==> config.mk <==
export PLATFORM = sky130hd
export DESIGN_NAME = bps_decode
export DESIGN_NICKNAME = d
export VERILOG_FILES = /design/src/rtl/core/bps_pkg.sv /design/src/rtl/core/bps_decode.sv
export SDC_FILE = /design/constraint.sdc
export NUM_CORES = 1
export LEC_CHECK = 0
export ABC_AREA = 1
export BUFFER_PORTS_ARGS = -buffer_cell sky130_fd_sc_hd__buf_2
export CORE_MARGIN = 1
export CORE_UTILIZATION = 30
export DETAILED_ROUTE_END_ITERATION = 8
export SLEW_MARGIN = 40
export SYNTH_ARGS = -nofsm -noshare
export SYNTH_HDL_FRONTEND = slang
export SYNTH_SLANG_ARGS = --single-unit
export TNS_END_PERCENT = 5
==> constraint.sdc <==
create_clock -name vclk -period 2.6
set_input_delay 0.13 -clock vclk [all_inputs]
set_output_delay 0.13 -clock vclk [all_outputs]
set_load 0.1 [all_outputs]
==> src/rtl/core/bps_pkg.sv <==
// Package for the bimodal branch predictor scorer.
// Item and result types, table entry layout, decode constants and small helpers.
// No dependencies.
`default_nettype none

package bps_pkg;

	// Predictor table geometry (power of two, indexed by pc word address)
	localparam int TABLE_ENTRIES = 1024;
	localparam int IDX_W         = (TABLE_ENTRIES > 1) ? $clog2(TABLE_ENTRIES) : 1;

	// RISC-V conditional branch decode
	localparam logic [6:0] OPC_BRANCH = 7'b1100011;
	localparam logic [2:0] F3_RSV_A   = 3'b010;
	localparam logic [2:0] F3_RSV_B   = 3'b011;

	// 2-bit counter codes
	localparam logic [1:0] CTR_STRONG_NT = 2'b00;
	localparam logic [1:0] CTR_WEAK_NT   = 2'b01;
	localparam logic [1:0] CTR_WEAK_T    = 2'b10;
	localparam logic [1:0] CTR_STRONG_T  = 2'b11;

	localparam logic [31:0] TALLY_MAX = 32'hFFFF_FFFF;

	typedef logic [IDX_W-1:0] idx_t;

	typedef struct packed {
		logic [31:0] branch_pc;
		logic [31:0] instruction_word;
		logic [31:0] following_pc;
	} in_item_t;

	typedef struct packed {
		logic        is_branch;
		logic [31:0] branch_target;
		logic        went_taken;
		logic        one_bit_right;
		logic        two_bit_right;
		logic [31:0] branches_seen;
		logic [31:0] always_taken_hits;
		logic [31:0] always_not_taken_hits;
		logic [31:0] one_bit_hits;
		logic [31:0] two_bit_hits;
	} out_item_t;

	// One predictor table row
	typedef struct packed {
		logic        valid;
		logic [31:0] tag;
		logic        last;
		logic [1:0]  ctr;
	} entry_t;

	// Decoded view of one item
	typedef struct packed {
		logic        is_branch;
		logic [31:0] pc;
		logic [31:0] target;
		logic        taken;
	} dec_t;

	typedef struct packed {
		logic [31:0] branches;
		logic [31:0] taken;
		logic [31:0] not_taken;
		logic [31:0] one_bit;
		logic [31:0] two_bit;
	} tally_t;

	// Direct-mapped index: word address modulo table size
	function automatic idx_t tbl_idx(input logic [31:0] pc);
		logic [29:0] word_addr;
		word_addr = pc[31:2];
		return idx_t'(word_addr % TABLE_ENTRIES);
	endfunction

	// Saturating increment when enabled
	function automatic logic [31:0] sat_inc(input logic [31:0] v, input logic en);
		return (en && (v != TALLY_MAX)) ? v + 32'd1 : v;
	endfunction

endpackage

`default_nettype wire

==> src/rtl/core/bps_decode.sv <==
// Branch decode: recognizes conditional branches, forms the target, resolves taken.
// Depends on bps_pkg.
`default_nettype none

module bps_decode (
	input  bps_pkg::in_item_t item,
	output bps_pkg::dec_t     dec
);
	import bps_pkg::*;

	logic [2:0]  funct3;
	logic        br;
	logic [31:0] imm;
	logic [31:0] target;

	// Opcode and funct3 check
	assign funct3 = item.instruction_word[14:12];
	assign br     = (item.instruction_word[6:0] == OPC_BRANCH) &&
	                (funct3 != F3_RSV_A) && (funct3 != F3_RSV_B);

	// B-type immediate, sign extended
	assign imm = {{19{item.instruction_word[31]}}, item.instruction_word[31],
	              item.instruction_word[7], item.instruction_word[30:25],
	              item.instruction_word[11:8], 1'b0};

	assign target = item.branch_pc + imm;

	always_comb begin
		dec.is_branch = br;
		dec.pc        = item.branch_pc;
		dec.target    = br ? target : 32'd0;
		dec.taken     = br && (item.following_pc == target);
	end

endmodule

`default_nettype wire

==> metrics.txt, run 1 <==
core area 11420 sq um; CP most frequent cell nor2_1; Final nets between 900 and 1000; Synth Net Count 837; share of the synthesized area in the top cell type between 20% and 30%; 1st-iter DRT viols approximately 210; Design Power 1.218 mW; vias per cell 4.537; min cycle time layout roughly 2500 ps; worst setup path start item[65]; vias in the first global route 4240; XOR/XNOR Fraction of Synth Area 6.868%; CTS Hold Buffers Added 0; num sequential 0; Post-Synth Adder-Cell Area 11.25%; synthesized area 3516 sq um; DR vias 4587; Die X-Extent 110.3 um; layout clock buffer count 0; Setup TNS 0 ps; WP depth 17; multiplexer area fraction after synthesis 0%; period utilisation layout a little over nine tenths; Routed wire per std cell 11.34 um; sequential element share of the synthesized area 0%; Synth Area in Simple Gates around 52%; Compound-Gate Fraction of Synth Area 7.224%; port bufs 151; cells along the critical path buf_4 -> ha_4 -> fa_2 -> xnor2_1 -> nand2_1 -> nor2_1 -> nand3_1 -> nor2_1 -> nand3_1 -> nor2_1 -> nand3_1 -> nor2_1 -> nand2_1 -> nor2_2 -> nand3_2 -> nor2_4 -> buf_12; Final Wtd Congestion 0.8839; Post-Synthesis Mean Instance Area 4.952 sq um; Worst Slack Setup Final 89.31 ps; Worst setup EP type output pin; first-pass GRT wire length 18.33 mm; status finished clean; arrival time worst endpoint ~2400 ps; grt ovf 0; final hold violation count 0; Register Area 0 sq um; fmax between 300 and 400 MHz; Synth Warn # 0; CP Buf/Inv Count 2; antenna violations before repair 0; max-cap viol count 0; diode count 0; post-layout util between 40 and 50%; Area Growth Syn to Fin 43.31%; Unique masters post-synth 27; critical path peak fanout 2; DRC violations left 0; max_slew headroom 59.66%; Total Wirelength 11.46 mm; CP Class input pin to output pin; Die Y between 100 and 150 um; delay-heaviest family, CP simple AND/OR/NAND/NOR gates; CP max-delay cell fa_2; Inst Count DP 1010; element type at the critical path start input pin; largest net degree at the start of global routing 18; DP Wirelength 10.14 mm; PwrDens between 200 and 250 nW/um^2; post-synth top area cell nand2_1; I/O pin count between 150 and 200; Worst path max stage delay 540 ps; total global routing track utilization between 10% and 20%; Slew @ Worst Pin 604.4 ps; Peak VDD IR 0.1213 mV; Initial Utilization 30.79%; RSZ-0062 raised after global routing yes; Leak 3.074 nW; full die area 12160 sq um; Required @ worst endpoint 2470 ps; Pre-Repair DR Iteration Count 4; Pins Over Slew Limit 0; Post-Layout Cell Count 1011; layout cells sized above 1 29.26%; type of the most critical hold path input pin to output pin; Critical Path Sink dec[0]; Area contributors post-synth nand2_1 28%, inv_1 15%, ha_1 11%; main combinational cell family by area after synthesis simple AND/OR/NAND/NOR gates; endpoints failing setup 0; Final ANT Viol Nets 0; cell count after synthesis 710; FP Rows 39; worst slack, placed -77.77 ps
-- cells by family after synthesis --
logic type / count (synthesis)
compound gates: 49
fa+ha+maj: 31
simple gates: 433
buf+inv: 179
xor+xnor: 18
-- layer usage --
metal	GRT usage (%)	vias up	part of all wire, %
met4	1.034	0	0.37
met3	1.352	4	5.9
met1	24.45	1990	46
met2	34.96	123	48
met5	0	-	0
li1	-	2470	-
-- worst min-delay path by stage --
| stage | start | slack (ps) | to | cells past startpoint |
|---|---|---|---|---|
| floorplan | item[64] | 470 | dec[33] | 1 |
| finish | item[72] | 650 | dec[41] | 2 |
| CTS | item[71] | 650 | dec[40] | 2 |
| detailed placement | item[71] | 650 | dec[40] | 2 |
| global placement | item[71] | 650 | dec[40] | 2 |
| global route | item[74] | 650 | dec[43] | 2 |
-- cell usage after synthesis --
cell / number
nor4_1: 1
nand2_2: 3
o21ai_0: 4
nand4_1: 11
xor2_1: 8
xor3_1: 1
a21oi_2: 1
inv_2: 1
nor2_2: 7
xnor3_1: 5
nor2_1: 69
nand3b_1: 6
fa_1: 1
a21boi_0: 1
ha_1: 30
clkbuf_1: 3
xnor2_1: 4
or2_2: 1
nand3_1: 60
o21bai_1: 1
nor3_1: 4
clkinv_1: 1
nand3_2: 7
buf_4: 33
nand2_1: 264
a21oi_1: 42
inv_1: 141
-- layout make-up --
type | instances | area (sq um)
fillers | 1343 | 6380
multi-input cells | 531 | 2950
repair buffers | 194 | 1373
inverters | 143 | 536.8
well taps | 143 | 178.9
-- metrics by stage --
step                instance area (sq um)  hold slack, ps
floorplan                            3522           471.5
global placement                     4798           645.6
detailed placement                   4798           645.8
CTS                                  4813           645.5
global route                         5039           649.0
finish                               5039           645.3
-- where the power goes --
group	internal, mW	leakage [nW]	switching [mW]
clock network	0	0	0
logic	0.446	3.07	0.772
registers	0	0	0
-- repair_timing --
action                                  4_1_cts  5_1_grt
pin swaps                                     1        2
gates resized for setup                       6       43
endpoints found under the setup margin        1        1
buffers inserted                              0        1
-- cell usage in the layout (no fill, tap or decap), types with 5 or more instances in the layout --
| cell type | synthesis | final |
|---|---|---|
| buf_12 | 0 | 19 |
| nand3_1 | 60 | 59 |
| ha_4 | 0 | 10 |
| ha_2 | 0 | 6 |
| nand2_1 | 264 | 256 |
| nor2_1 | 69 | 60 |
| nor2_2 | 7 | 15 |
| buf_4 | 33 | 44 |
| xor2_1 | 8 | 8 |
| a21oi_2 | 1 | 5 |
| nand2_2 | 3 | 10 |
| xnor3_1 | 5 | 5 |
| ha_1 | 30 | 14 |
| buf_2 | 0 | 130 |
| a21oi_1 | 42 | 38 |
| nand3b_1 | 6 | 6 |
| inv_1 | 141 | 141 |
| nand4_1 | 11 | 11 |
| nand3_2 | 7 | 7 |
Power figures use the tool's default switching activity.
==> run 2: changes to the inputs <==
--- a/config.mk
+++ b/config.mk
@@ -8,8 +8,9 @@
 export ABC_AREA = 1
 export BUFFER_PORTS_ARGS = -buffer_cell sky130_fd_sc_hd__buf_2
 export CORE_MARGIN = 1
-export CORE_UTILIZATION = 30
+export CORE_UTILIZATION = 45
 export DETAILED_ROUTE_END_ITERATION = 8
+export PLACE_DENSITY = 0.77
 export SLEW_MARGIN = 40
 export SYNTH_ARGS = -nofsm -noshare
 export SYNTH_HDL_FRONTEND = slang
==> metrics.txt, run 2 (synthesized netlist as in run 1, its figures left out) <==
Peak VDD IR 0.1727 mV (was 0.1213 mV); delay-heaviest family, CP simple AND/OR/NAND/NOR gates (unchanged); first-pass GRT wire length 19.62 mm (was 18.33 mm); max-cap viol count 0 (unchanged); antenna violations before repair 0 (unchanged); Worst setup EP type output pin (unchanged); CTS Hold Buffers Added 0 (unchanged); Leak 3.121 nW (was 3.074 nW); fmax 387.9 MHz (was 398.3 MHz); commonest cells after routing, fill and taps aside 255 x nand2_1, 141 x inv_1, 128 x buf_2 (was 256 x nand2_1, 141 x inv_1, 130 x buf_2); vias per cell 5.031 (was 4.537); FP Rows 31 (was 39); WP depth 17 (unchanged); full die area 8170 sq um (was 12160 sq um); type of the most critical hold path input pin to output pin (unchanged); Worst Slack Setup Final 22.20 ps (was 89.31 ps); layout clock buffer count 0 (unchanged); fillers 718 (was 1343); port bufs 151 (unchanged); period utilisation layout 99.15% (was 96.57%); Total Wirelength 12.11 mm (was 11.46 mm); post-CTS setup buffer count 0 (unchanged); post-layout util 67.94% (was 44.13%); Routed wire per std cell 12.40 um (was 11.34 um); layout cells sized above 1 29.53% (was 29.26%); DP Wirelength 10.44 mm (was 10.14 mm); grt ovf 0 (unchanged); Area Growth Syn to Fin 43.17% (was 43.31%); worst slack, placed -151.9 ps (was -77.77 ps); core area 7408 sq um (was 11420 sq um); hold depth 2 (unchanged); CP Buf/Inv Count 2 (unchanged); arrival time worst endpoint 2450 ps (was 2380 ps); CP Class input pin to output pin (unchanged); largest net degree at the start of global routing 19 (was 18); total global routing track utilization 28.49% (was 18.75%); Pins Over Slew Limit 0 (unchanged); CP max-delay cell fa_2 (unchanged); max_slew headroom 66.54% (was 59.66%); I/O pin count 162 (unchanged); endpoints failing setup 0 (unchanged); Worst path max stage delay 550 ps (was 540 ps); Die Y 90.39 um (was 110.3 um); final hold violation count 0 (unchanged); DR vias 4910 (was 4587); Setup TNS 0 ps (unchanged); Initial Utilization 47.46% (was 30.79%); Post-Layout Cell Count 976 (was 1011); diode count 0 (unchanged); CP most frequent cell nor2_1 (unchanged); critical path peak fanout 2 (unchanged); PwrDens 250.5 nW/um^2 (was 241.7 nW/um^2); Inst Count DP 976 (was 1010); Design Power 1.261 mW (was 1.218 mW); Register Area 0 sq um (unchanged); Final Wtd Congestion 0.8856 (was 0.8839); Final ANT Viol Nets 0 (unchanged); Slew @ Worst Pin 505.4 ps (was 604.4 ps); element type at the critical path start input pin (unchanged); DRC violations left 0 (unchanged); commonest non-fill, non-tap cell in the layout nand2_1 (unchanged); 1st-iter DRT viols 222 (was 214); min cycle time layout 2578 ps (was 2511 ps); Pre-Repair DR Iteration Count 5 (was 4); Die X-Extent 90.39 um (was 110.3 um); cells along the critical path buf_6 -> ha_4 -> fa_2 -> xnor2_1 -> nand2_1 -> nor2_1 -> nand3_1 -> nor2_1 -> nand3_1 -> nor2_1 -> nand3_1 -> nor2_1 -> nand2_1 -> nor2_2 -> nand3_2 -> nor2_4 -> buf_12 (was buf_4 -> ha_4 -> fa_2 -> xnor2_1 -> nand2_1 -> nor2_1 -> nand3_1 -> nor2_1 -> nand3_1 -> nor2_1 -> nand3_1 -> nor2_1 -> nand2_1 -> nor2_2 -> nand3_2 -> nor2_4 -> buf_12); vias in the first global route 4607 (was 4240); RSZ-0062 raised after global routing yes (unchanged); num sequential 0 (unchanged); status finished clean (unchanged); Required @ worst endpoint 2470 ps (about the same); Final nets 1006 (was 997)
-- run 2: cell count changes in the layout (fill, tap and decap cells not counted), sizes merged --
cell,previous run,this run
buf,194,203
-- run 2: path summary, 6_finish.rpt --
| path | from | endpoint | slack, ps |
|---|---|---|---|
| min | item[65] | dec[34] | 640 |
| max | item[65] | dec[0] | 20 |
-- run 2: final cells by class --
type	count	area (sq um)	area share, %
multi-input cells	531	2904	57.69
repair buffers	203	1469	29.18
inverters	143	536.8	10.66
well taps	99	123.9	2.461
-- run 2: timing repair --
item                       CTS  global route
pin swaps                    2             5
gates cloned                 0             0
gates resized for setup     12            31
setup endpoints to repair    1             2
-- run 2: report_power, final --
group	switching (mW)	internal [mW]
Sequential	0	0
Clock	0	0
Combinational	0.797	0.463
Total	0.797	0.463
-- run 2: metal layers --
layer | GRT usage (%) | part of all wire (%) | wire length (um) | vias up
met2 | 54.26 | 49 | 5924 | 216
li1 | - | - | - | 2492
met5 | 0 | 0 | 0 | -
met1 | 34.63 | 42 | 5031 | 2177
met3 | 2.778 | 7.8 | 939 | 25
met4 | 4.704 | 1.8 | 212 | 0
-- run 2: metrics by stage --
stage               cell area [sq um]  hold slack [ps]
finish                           5034            641.8
global route                     5034            645.2
CTS                              4901            643.4
detailed placement               4833            647.1
global placement                 4833            645.7
floorplan                        3522            471.5
