`config.mk`:
```
export PLATFORM = sky130hd
export DESIGN_NAME = bps_score
export DESIGN_NICKNAME = d
export VERILOG_FILES = /design/src/rtl/core/bps_pkg.sv /design/src/rtl/core/bps_score.sv
export SDC_FILE = /design/constraint.sdc
export NUM_CORES = 1
export LEC_CHECK = 0
export BUFFER_PORTS_ARGS = -buffer_cell sky130_fd_sc_hd__buf_2
export CORE_MARGIN = 3
export CORE_UTILIZATION = 40
export CTS_BUF_LIST = sky130_fd_sc_hd__clkbuf_4 sky130_fd_sc_hd__clkbuf_8 sky130_fd_sc_hd__clkbuf_16
export CTS_CLUSTER_SIZE = 20
export DETAILED_ROUTE_END_ITERATION = 7
export PLACE_DENSITY = 0.73
export REMOVE_ABC_BUFFERS = 1
export SLEW_MARGIN = 0
export SYNTH_ARGS = -nofsm -noshare
export SYNTH_HDL_FRONTEND = slang
export SYNTH_SLANG_ARGS = --single-unit
```
`constraint.sdc`:
```
create_clock -name clk -period 3.4 [get_ports clk]
set_clock_uncertainty 0.2 [all_clocks]
set_input_delay 0.17 -clock clk [delete_from_list [all_inputs] [get_ports clk]]
set_output_delay 0.17 -clock clk [all_outputs]
set_load 0.03 [all_outputs]
```
`src/rtl/core/bps_pkg.sv`:
```
// Package for the bimodal branch predictor scorer.
// Item and result types, table entry layout, decode constants and small helpers.
// No dependencies.
`default_nettype none

package bps_pkg;

	// Predictor table geometry (power of two, indexed by pc word address)
	localparam int TABLE_ENTRIES = 1024;
	localparam int IDX_W         = (TABLE_ENTRIES > 1) ? $clog2(TABLE_ENTRIES) : 1;

	// RISC-V conditional branch decode
	localparam logic [6:0] OPC_BRANCH = 7'b1100011;
	localparam logic [2:0] F3_RSV_A   = 3'b010;
	localparam logic [2:0] F3_RSV_B   = 3'b011;

	// 2-bit counter codes
	localparam logic [1:0] CTR_STRONG_NT = 2'b00;
	localparam logic [1:0] CTR_WEAK_NT   = 2'b01;
	localparam logic [1:0] CTR_WEAK_T    = 2'b10;
	localparam logic [1:0] CTR_STRONG_T  = 2'b11;

	localparam logic [31:0] TALLY_MAX = 32'hFFFF_FFFF;

	typedef logic [IDX_W-1:0] idx_t;

	typedef struct packed {
		logic [31:0] branch_pc;
		logic [31:0] instruction_word;
		logic [31:0] following_pc;
	} in_item_t;

	typedef struct packed {
		logic        is_branch;
		logic [31:0] branch_target;
		logic        went_taken;
		logic        one_bit_right;
		logic        two_bit_right;
		logic [31:0] branches_seen;
		logic [31:0] always_taken_hits;
		logic [31:0] always_not_taken_hits;
		logic [31:0] one_bit_hits;
		logic [31:0] two_bit_hits;
	} out_item_t;

	// One predictor table row
	typedef struct packed {
		logic        valid;
		logic [31:0] tag;
		logic        last;
		logic [1:0]  ctr;
	} entry_t;

	// Decoded view of one item
	typedef struct packed {
		logic        is_branch;
		logic [31:0] pc;
		logic [31:0] target;
		logic        taken;
	} dec_t;

	typedef struct packed {
		logic [31:0] branches;
		logic [31:0] taken;
		logic [31:0] not_taken;
		logic [31:0] one_bit;
		logic [31:0] two_bit;
	} tally_t;

	// Direct-mapped index: word address modulo table size
	function automatic idx_t tbl_idx(input logic [31:0] pc);
		logic [29:0] word_addr;
		word_addr = pc[31:2];
		return idx_t'(word_addr % TABLE_ENTRIES);
	endfunction

	// Saturating increment when enabled
	function automatic logic [31:0] sat_inc(input logic [31:0] v, input logic en);
		return (en && (v != TALLY_MAX)) ? v + 32'd1 : v;
	endfunction

endpackage

`default_nettype wire

```
`src/rtl/core/bps_score.sv`:
```
// Scoring: checks both predictors against the outcome, builds the updated table row
// and keeps the saturating totals. Depends on bps_pkg.
`default_nettype none

module bps_score (
	input  wire               clk,
	input  wire               arst_n,
	input  wire               fire,
	input  bps_pkg::dec_t     dec,
	input  bps_pkg::entry_t   entry,
	output bps_pkg::entry_t   new_entry,
	output bps_pkg::out_item_t res
);
	import bps_pkg::*;

	tally_t tally_q;
	tally_t tally_nx;
	logic   hit;
	logic   cur_last;
	logic   [1:0] cur_ctr;
	logic   [1:0] nxt_ctr;
	logic   one_ok;
	logic   two_ok;

	// A missing or foreign row starts at not taken, strong not taken
	assign hit      = entry.valid && (entry.tag == dec.pc);
	assign cur_last = hit ? entry.last : 1'b0;
	assign cur_ctr  = hit ? entry.ctr : CTR_STRONG_NT;

	assign one_ok = dec.is_branch && (cur_last == dec.taken);
	assign two_ok = dec.is_branch && (cur_ctr[1] == dec.taken);

	// Counter step toward the outcome
	always_comb begin
		nxt_ctr = cur_ctr;
		case (cur_ctr)
			CTR_STRONG_NT: nxt_ctr = dec.taken ? CTR_WEAK_NT  : CTR_STRONG_NT;
			CTR_WEAK_NT:   nxt_ctr = dec.taken ? CTR_WEAK_T   : CTR_STRONG_NT;
			CTR_WEAK_T:    nxt_ctr = dec.taken ? CTR_STRONG_T : CTR_WEAK_NT;
			CTR_STRONG_T:  nxt_ctr = dec.taken ? CTR_STRONG_T : CTR_WEAK_T;
			default:       nxt_ctr = CTR_STRONG_NT;
		endcase
	end

	always_comb begin
		new_entry.valid = 1'b1;
		new_entry.tag   = dec.pc;
		new_entry.last  = dec.taken;
		new_entry.ctr   = nxt_ctr;
	end

	// Totals after this item
	always_comb begin
		tally_nx.branches  = sat_inc(tally_q.branches, dec.is_branch);
		tally_nx.taken     = sat_inc(tally_q.taken, dec.is_branch && dec.taken);
		tally_nx.not_taken = sat_inc(tally_q.not_taken, dec.is_branch && !dec.taken);
		tally_nx.one_bit   = sat_inc(tally_q.one_bit, one_ok);
		tally_nx.two_bit   = sat_inc(tally_q.two_bit, two_ok);
	end

	always_ff @(posedge clk or negedge arst_n) begin
		if (!arst_n) begin
			tally_q <= '0;
		end else if (fire) begin
			tally_q <= tally_nx;
		end
	end

	always_comb begin
		res.is_branch             = dec.is_branch;
		res.branch_target         = dec.target;
		res.went_taken            = dec.taken;
		res.one_bit_right         = one_ok;
		res.two_bit_right         = two_ok;
		res.branches_seen         = tally_nx.branches;
		res.always_taken_hits     = tally_nx.taken;
		res.always_not_taken_hits = tally_nx.not_taken;
		res.one_bit_hits          = tally_nx.one_bit;
		res.two_bit_hits          = tally_nx.two_bit;
	end

`ifndef ASSERT_OFF
	a_branches_monotonic: assert property (@(posedge clk) disable iff (!arst_n)
		tally_q.branches >= $past(tally_q.branches))
		else $error("branch total went down");
	a_hits_bounded: assert property (@(posedge clk) disable iff (!arst_n)
		(tally_q.one_bit <= tally_q.branches) && (tally_q.two_bit <= tally_q.branches))
		else $error("hit total exceeds branch total");
	a_non_branch_keeps: assert property (@(posedge clk) disable iff (!arst_n)
		fire && !dec.is_branch |=> $stable(tally_q))
		else $error("totals changed on a non-branch item");
`endif

endmodule

`default_nettype wire

```
==> results.cfg, run 1 <==
[final_layout]
drive_gt1_share_pct = 28.6
largest_reg_flops = 160
finish.utilization_pct = 50.4
regMostFlops = tally_q
mostFrequentLayoutCell = buf_2
mostFrequentLayoutCells = buf_2 (264), xnor2_1 (203), dfrtp_1 (148)
area_growth_pct = 21.9
nets = 1634
top_regs = tally_q: 160 flops

[timing]
period_share_pct = 97.9
rsz0062_at_grt = yes
drv_slew = 0
setup_ws_ns = 0.0713
setup_viol = 0
fin_crit_ns = 3.33
hold_viol = 0
fmax_mhz = 300
relSlewSlack_pct = 49.6
worst_slew_pin_slew_ns = 0.749

[power]
leakage_nw = 6.59
total_power_w = 0.00593
power.density_mw_per_mm2 = 430
ir_drop_mv = 0.283

[global_route]
grt_max_degree = 72
antenna_found_initial = 1
grt_use_total_pct = 20.8
grt_pass1_vias = 9614
overflow = 0
grt_pass1_wl_um = 51500

[detailed_routing]
via_per_inst = 5.20
ant_nets = 0
drt_iter0_markers = 576
first_pass_iters = 5
vias = 9918
drc = 0
post_drt_wl_per_cell_um = 16.9
drt-total-wl_um = 32300

[worst_setup_path]
start_kind = flop
max_stage_delay_ns = 0.56
arrival_ns = 2.96
critPathCaptureType = output port
r2r-start = tally_q[69]
critical_path_required_ns = 3.03
worst-r2r-cell-count = 8
path_common_cell = or4_4
path_class = flop to output port
path_cells = nand4_1 -> or4_4 -> or4_4 -> nand2_1 -> mux2i_2 -> buf_12 -> mux2_1 -> buf_2
crit_path_top_delay_cell = or4_4
rrSetupSlack_ns = 0.65
timing.rr.end = tally_q[90]
path_max_fanout = 18

[yosys]
synth_ff_type = dfrtp_1
ys_types = 57
postSynthAreaPerCell_um2 = 8.86
syn_area_mm2 = 0.0113
synth_top_area_share_pct = 35.4
ys_seq_area_share_pct = 35.4
postSynthCellCount = 1279
synth_edf_count = 0
postSynth.asyncResetShare_pct = 100
synth-seq-cells = 160
yosys.area.top_type = dfrtp_1
synthTopCellsByArea = dfrtp_1 (35%), xnor2_1 (16%), xor2_1 (11%)
ys_warn_count = 0

[cts]
htree_levels = 4
numClockSinks = 160
cts-root-buf = clkbuf_16
cts_made_buffers = 17
cts_tree = yes
worstSkewPairLatency_ns = 0.42
clk_pin_slew_ns = 0.07
cts_buffer_depth = 2

[run]
maxCapViolations = 0

[placement]
portBuffers = 271
place_congestion = 0.846
hpwl_um = 24100
pre_cts_ws_ns = 0.150

[floorplan]
rows = 60
fp.dieW_um = 174
fp.coreArea_mm2 = 0.0274
fp.dieArea_mm2 = 0.0304
die_h_um = 174
initial_utilization_pct = 41.3
ios = 337

[outcome]
outcome = completed

[hold_path]
hold_class = input port to asynchronous set/reset pin
-- worst max-delay path by stage --
| stage | start | cells past startpoint | end | slack (ns) |
|---|---|---|---|---|
| 6_report | tally_q[45] | 8 | res[33] | 0.07 |
| 5_1_grt | tally_q[45] | 8 | res[33] | -0.05 |
| 4_1_cts | tally_q[42] | 8 | res[33] | 0.004 |
| 3_5_place_dp | dec[51] | 10 | res[4] | 0.15 |
| 3_3_place_gp | dec[51] | 10 | res[15] | 0.19 |
| 2_1_floorplan | dec[37] | 6 | res[21] | -0.02 |
-- final cells by class --
class	instances	area, um^2
flip-flops and latches	160	4020
clock inverters	13	201
diodes	1	2.50
inverters	17	63.8
repair buffers	344	1980
multi-input cells	984	6630
well taps	372	465
clock buffers	18	439
fillers	2518	13600
-- cell usage after synthesis, types with 11 or more instances --
library cell / instances
dfrtp_1: 160
nor2_1: 125
buf_4: 70
nor4_1: 13
nand3_1: 109
and4_1: 17
nor3_1: 34
xnor2_1: 204
nand2b_1: 11
and3_1: 31
nand4_1: 63
xor2_1: 137
inv_1: 17
nand2_1: 145
clkbuf_1: 29
-- worst max-delay path: cells and delay by family, from the launching register on --
kind | cells | cell delay (ns)
muxes | 2 | 0.40
DFF | 1 | 0.40
buffers and inverters | 2 | 0.34
and+or+nand+nor | 4 | 1.39
-- metrics by stage --
stage               cells  TNS, ns  instance area (um^2)  hold WS (ns)
global route         1909   -0.103                 13800         0.131
detailed placement   1847        0                 12800       -0.0136
floorplan            1161  -0.0154                 10600        -0.326
global placement     1847        0                 12800       -0.0208
finish               1909        0                 13800        0.0842
CTS                  1891        0                 13600         0.103
-- layer usage --
metal | GRT usage (%) | up-vias | wire length [um]
li1 | - | 4714 | -
met1 | 27.8 | 4763 | 14400
met2 | 33.5 | 406 | 15100
met3 | 5.29 | 35 | 2380
met4 | 5.40 | 0 | 481
met5 | 0.801 | - | 0
-- kinds of logic after synthesis --
| logic type | share of synthesized area (%) |
|---|---|
| compound gates | 0.840 |
| xor+xnor | 26.4 |
| fa+ha+maj | 0.641 |
| buf+inv | 7.18 |
| flops | 35.4 |
| mux | 1.87 |
| other cells | 0.0331 |
| simple gates | 27.7 |
-- what timing repair did --
action / CTS / global route
buffers inserted: 11 / 17
hold buffers: 2 / 0
pin swaps: 5 / 7
cloned: 0 / 0
endpoints found under the setup margin: 49 / 80
gates resized for setup: 11 / 32
hold endpoints to repair: 57 / 0
-- report_power, final --
| part | internal (W) | switching (W) | total, W |
|---|---|---|---|
| Sequential | 0.00206 | 0.000241 | 0.00230 |
| Combinational | 0.000564 | 0.000935 | 0.00150 |
| Clock | 0.00127 | 0.000864 | 0.00213 |
| Total | 0.00389 | 0.00204 | 0.00593 |
(Power assumes the default switching activity.)
==> run 2, diff against run 1 <==
--- a/config.mk
+++ b/config.mk
@@ -5,13 +5,15 @@
 export SDC_FILE = /design/constraint.sdc
 export NUM_CORES = 1
 export LEC_CHECK = 0
+export ABC_AREA = 1
 export BUFFER_PORTS_ARGS = -buffer_cell sky130_fd_sc_hd__buf_2
 export CORE_MARGIN = 3
 export CORE_UTILIZATION = 40
 export CTS_BUF_LIST = sky130_fd_sc_hd__clkbuf_4 sky130_fd_sc_hd__clkbuf_8 sky130_fd_sc_hd__clkbuf_16
 export CTS_CLUSTER_SIZE = 20
 export DETAILED_ROUTE_END_ITERATION = 7
-export PLACE_DENSITY = 0.73
+export MAX_ROUTING_LAYER = met4
+export PLACE_DENSITY = 0.72
 export REMOVE_ABC_BUFFERS = 1
 export SLEW_MARGIN = 0
 export SYNTH_ARGS = -nofsm -noshare
==> results.cfg, run 2 <==
[floorplan]
fp.dieW_um = 187
die_h_um = 187
initial_utilization_pct = 41.0
rows = 65
fp.dieArea_mm2 = 0.0349
fp.coreArea_mm2 = 0.0319
ios = 337

[final_layout]
num_antenna_cells = 0
mostFrequentLayoutCell = nand2_1
nets = 2285
multiInputGateArea_mm2 = 0.00735
top_regs = tally_q: 160 flops
register_area_mm2 = 0.00400
largest_reg_flops = 160
regMostFlops = tally_q
fillers = 3275
area_growth_pct = 13.7
mostFrequentLayoutCells = nand2_1 (743), buf_2 (269), inv_1 (216)
drive_gt1_share_pct = 18.0

[yosys]
synth_top_family_by_area = simple AND/OR/NAND/NOR gates
yosys.area_share.adder_pct = 0.479
synth_top_area_share_pct = 30.6
synth_commonest_cells = nand2_1 (744), inv_1 (216), nor2_1 (164), dfrtp_1 (160), nand3_1 (106)
synthTopCellsByArea = dfrtp_1 (31%), nand2_1 (21%), xor2_1 (6.9%)
syn_area_mm2 = 0.0131
postSynthCellCount = 2005
synth-simple-area-share_pct = 43.9
yosys.area.top_type = dfrtp_1
synth_edf_count = 0
ys_warn_count = 0
ys_seq_area_share_pct = 30.6
postSynthAreaPerCell_um2 = 6.52
synth_compound_area_share_pct = 3.03
synth.most_common_cell = nand2_1
synthMuxAreaShare_pct = 0
postSynth.asyncResetShare_pct = 100
synth_xor_area_share_pct = 8.71
synth_ff_type = dfrtp_1
ys_types = 41
synth-seq-cells = 160

[worst_setup_path]
path_cells = ha_1 -> nand3_4 -> nor2_4 -> nand3_2 -> nor2_2 -> nand3_2 -> nand3_4 -> nand2_1 -> and2_1 -> buf_2
cp_top_family = simple AND/OR/NAND/NOR gates
crit_path_top_delay_cell = dfrtp_1
path_max_fanout = 24
cp_num_cells = 10
setup.worst_path.end = res[1]
r2r-start = tally_q[0]
worst-r2r-cell-count = 11
max_stage_delay_ns = 0.46
start_kind = flop
critPathBufInv = 1
arrival_ns = 2.82
rrSetupSlack_ns = 0.86
critical_path_required_ns = 3.03
crit_start = tally_q[0]
critPathCaptureType = output port
timing.rr.end = tally_q[4]
path_class = flop to output port

[detailed_routing]
post_drt_wl_per_cell_um = 15.0
drt-total-wl_um = 39400
drc = 0
drt_iter0_markers = 1040
first_pass_iters = 6
vias = 13378
via_per_inst = 5.10
ant_nets = 0

[global_route]
overflow = 0
grt_pass1_vias = 12911
grt_use_total_pct = 23.0
grt_max_degree = 126
grt_pass1_wl_um = 64800
antenna_found_initial = 0

[run]
maxCapViolations = 0

[power]
leakage_nw = 7.91
ir_drop_mv = 0.359
power.density_mw_per_mm2 = 409

[outcome]
outcome = completed

[cts]
clk_pin_slew_ns = 0.07
worstSkewPairLatency_ns = 0.45
htree_levels = 4
cts_tree = yes
cts_made_buffers = 17
cts_buffer_depth = 2
numClockSinks = 160
cts-root-buf = clkbuf_16

[placement]
portBuffers = 271
place_congestion = 0.941
hpwl_um = 29200

[timing]
fmax_mhz = 314
worst_slew_pin_slew_ns = 0.951
fin_crit_ns = 3.19
drv_slew = 0
period_share_pct = 93.8
relSlewSlack_pct = 36.6
rsz0062_at_grt = no
tns_ns = 0
setup_viol = 0
whs_ns = 0.140
hold_viol = 0

[hold_path]
hold_class = input port to output port
run 2: cell types whose count changed after synthesis, sizes merged, moves of 22 or more:
cell,change
xor2,-34
and3,-29
nor2,+50
xnor2,-177
nor3,+22
nand4,+26
buf,+24
nand2,+614
inv,+203
o21ai,+70
run 2: power breakdown:
group	switching, W	total [W]	internal (W)
Combinational	0.00127	0.00178	0.000504
Clock	0.000871	0.00194	0.00107
Sequential	0.000243	0.00236	0.00211
run 2: metrics by stage:
stage          utilization [%]  instance area, um^2  std cells  setup WS, ns  total power [W]
6_report                  46.6                14900       2622         0.212          0.00607
5_1_grt                   46.6                14900       2622       0.00218          0.00640
4_1_cts                   46.4                14800       2618        0.0102          0.00613
3_5_place_dp              44.6                14200       2585         0.531          0.00416
3_3_place_gp              44.6                14200       2585         0.568          0.00413
2_1_floorplan                -                12200       1867         0.754          0.00346
run 2: cell type report:
class | count | share of cell area [%]
multi-input combinational | 1487 | 49.5
sequential | 160 | 26.9
timing repair buffer | 289 | 10.5
inverter | 220 | 5.57
tap | 435 | 3.66
clock buffer | 21 | 3.15
clock inverter | 10 | 0.691
run 2: worst register-to-register path, delay by kind of cell, from the launching register on:
kind / cells / cell delay (ns)
simple gates: 10 / 1.55
flops: 1 / 0.46
fa+ha+maj: 1 / 0.28
run 2: cells by family (layout without fill, tap and decap cells):
group	Yosys count	in the layout
fa+ha+maj	5	5
buf+inv	358	540
simple gates	1273	1273
compound gates	78	78
flops	160	160
other cells	1	1
xor+xnor	130	130
run 2: timing repair:
action / CTS / global route
setup endpoints to repair: 0 / 16
setup buffers: 0 / 4
hold endpoints to repair: 114 / 0
gates resized for setup: 0 / 5
hold buffers: 2 / 0
run 2: how the worst min path moves through the flow:
stage,from,endpoint,slack (ns),cells after the start
finish,dec[5],res[167],0.14,0
global placement,dec[5],res[167],0.14,0
CTS,dec[5],res[167],0.14,0
global route,dec[14],res[176],0.14,0
floorplan,arst_n,tally_q[0],-0.33,0
detailed placement,dec[5],res[167],0.14,0
run 2: layer usage:
layer / vias to the layer above / routed length (um) / track usage (%)
met5: - / 0 / -
met3: 58 / 2970 / 5.65
met1: 6259 / 17400 / 29.1
met2: 495 / 18300 / 36.5
li1: 6566 / - / -
met4: 0 / 739 / 6.54
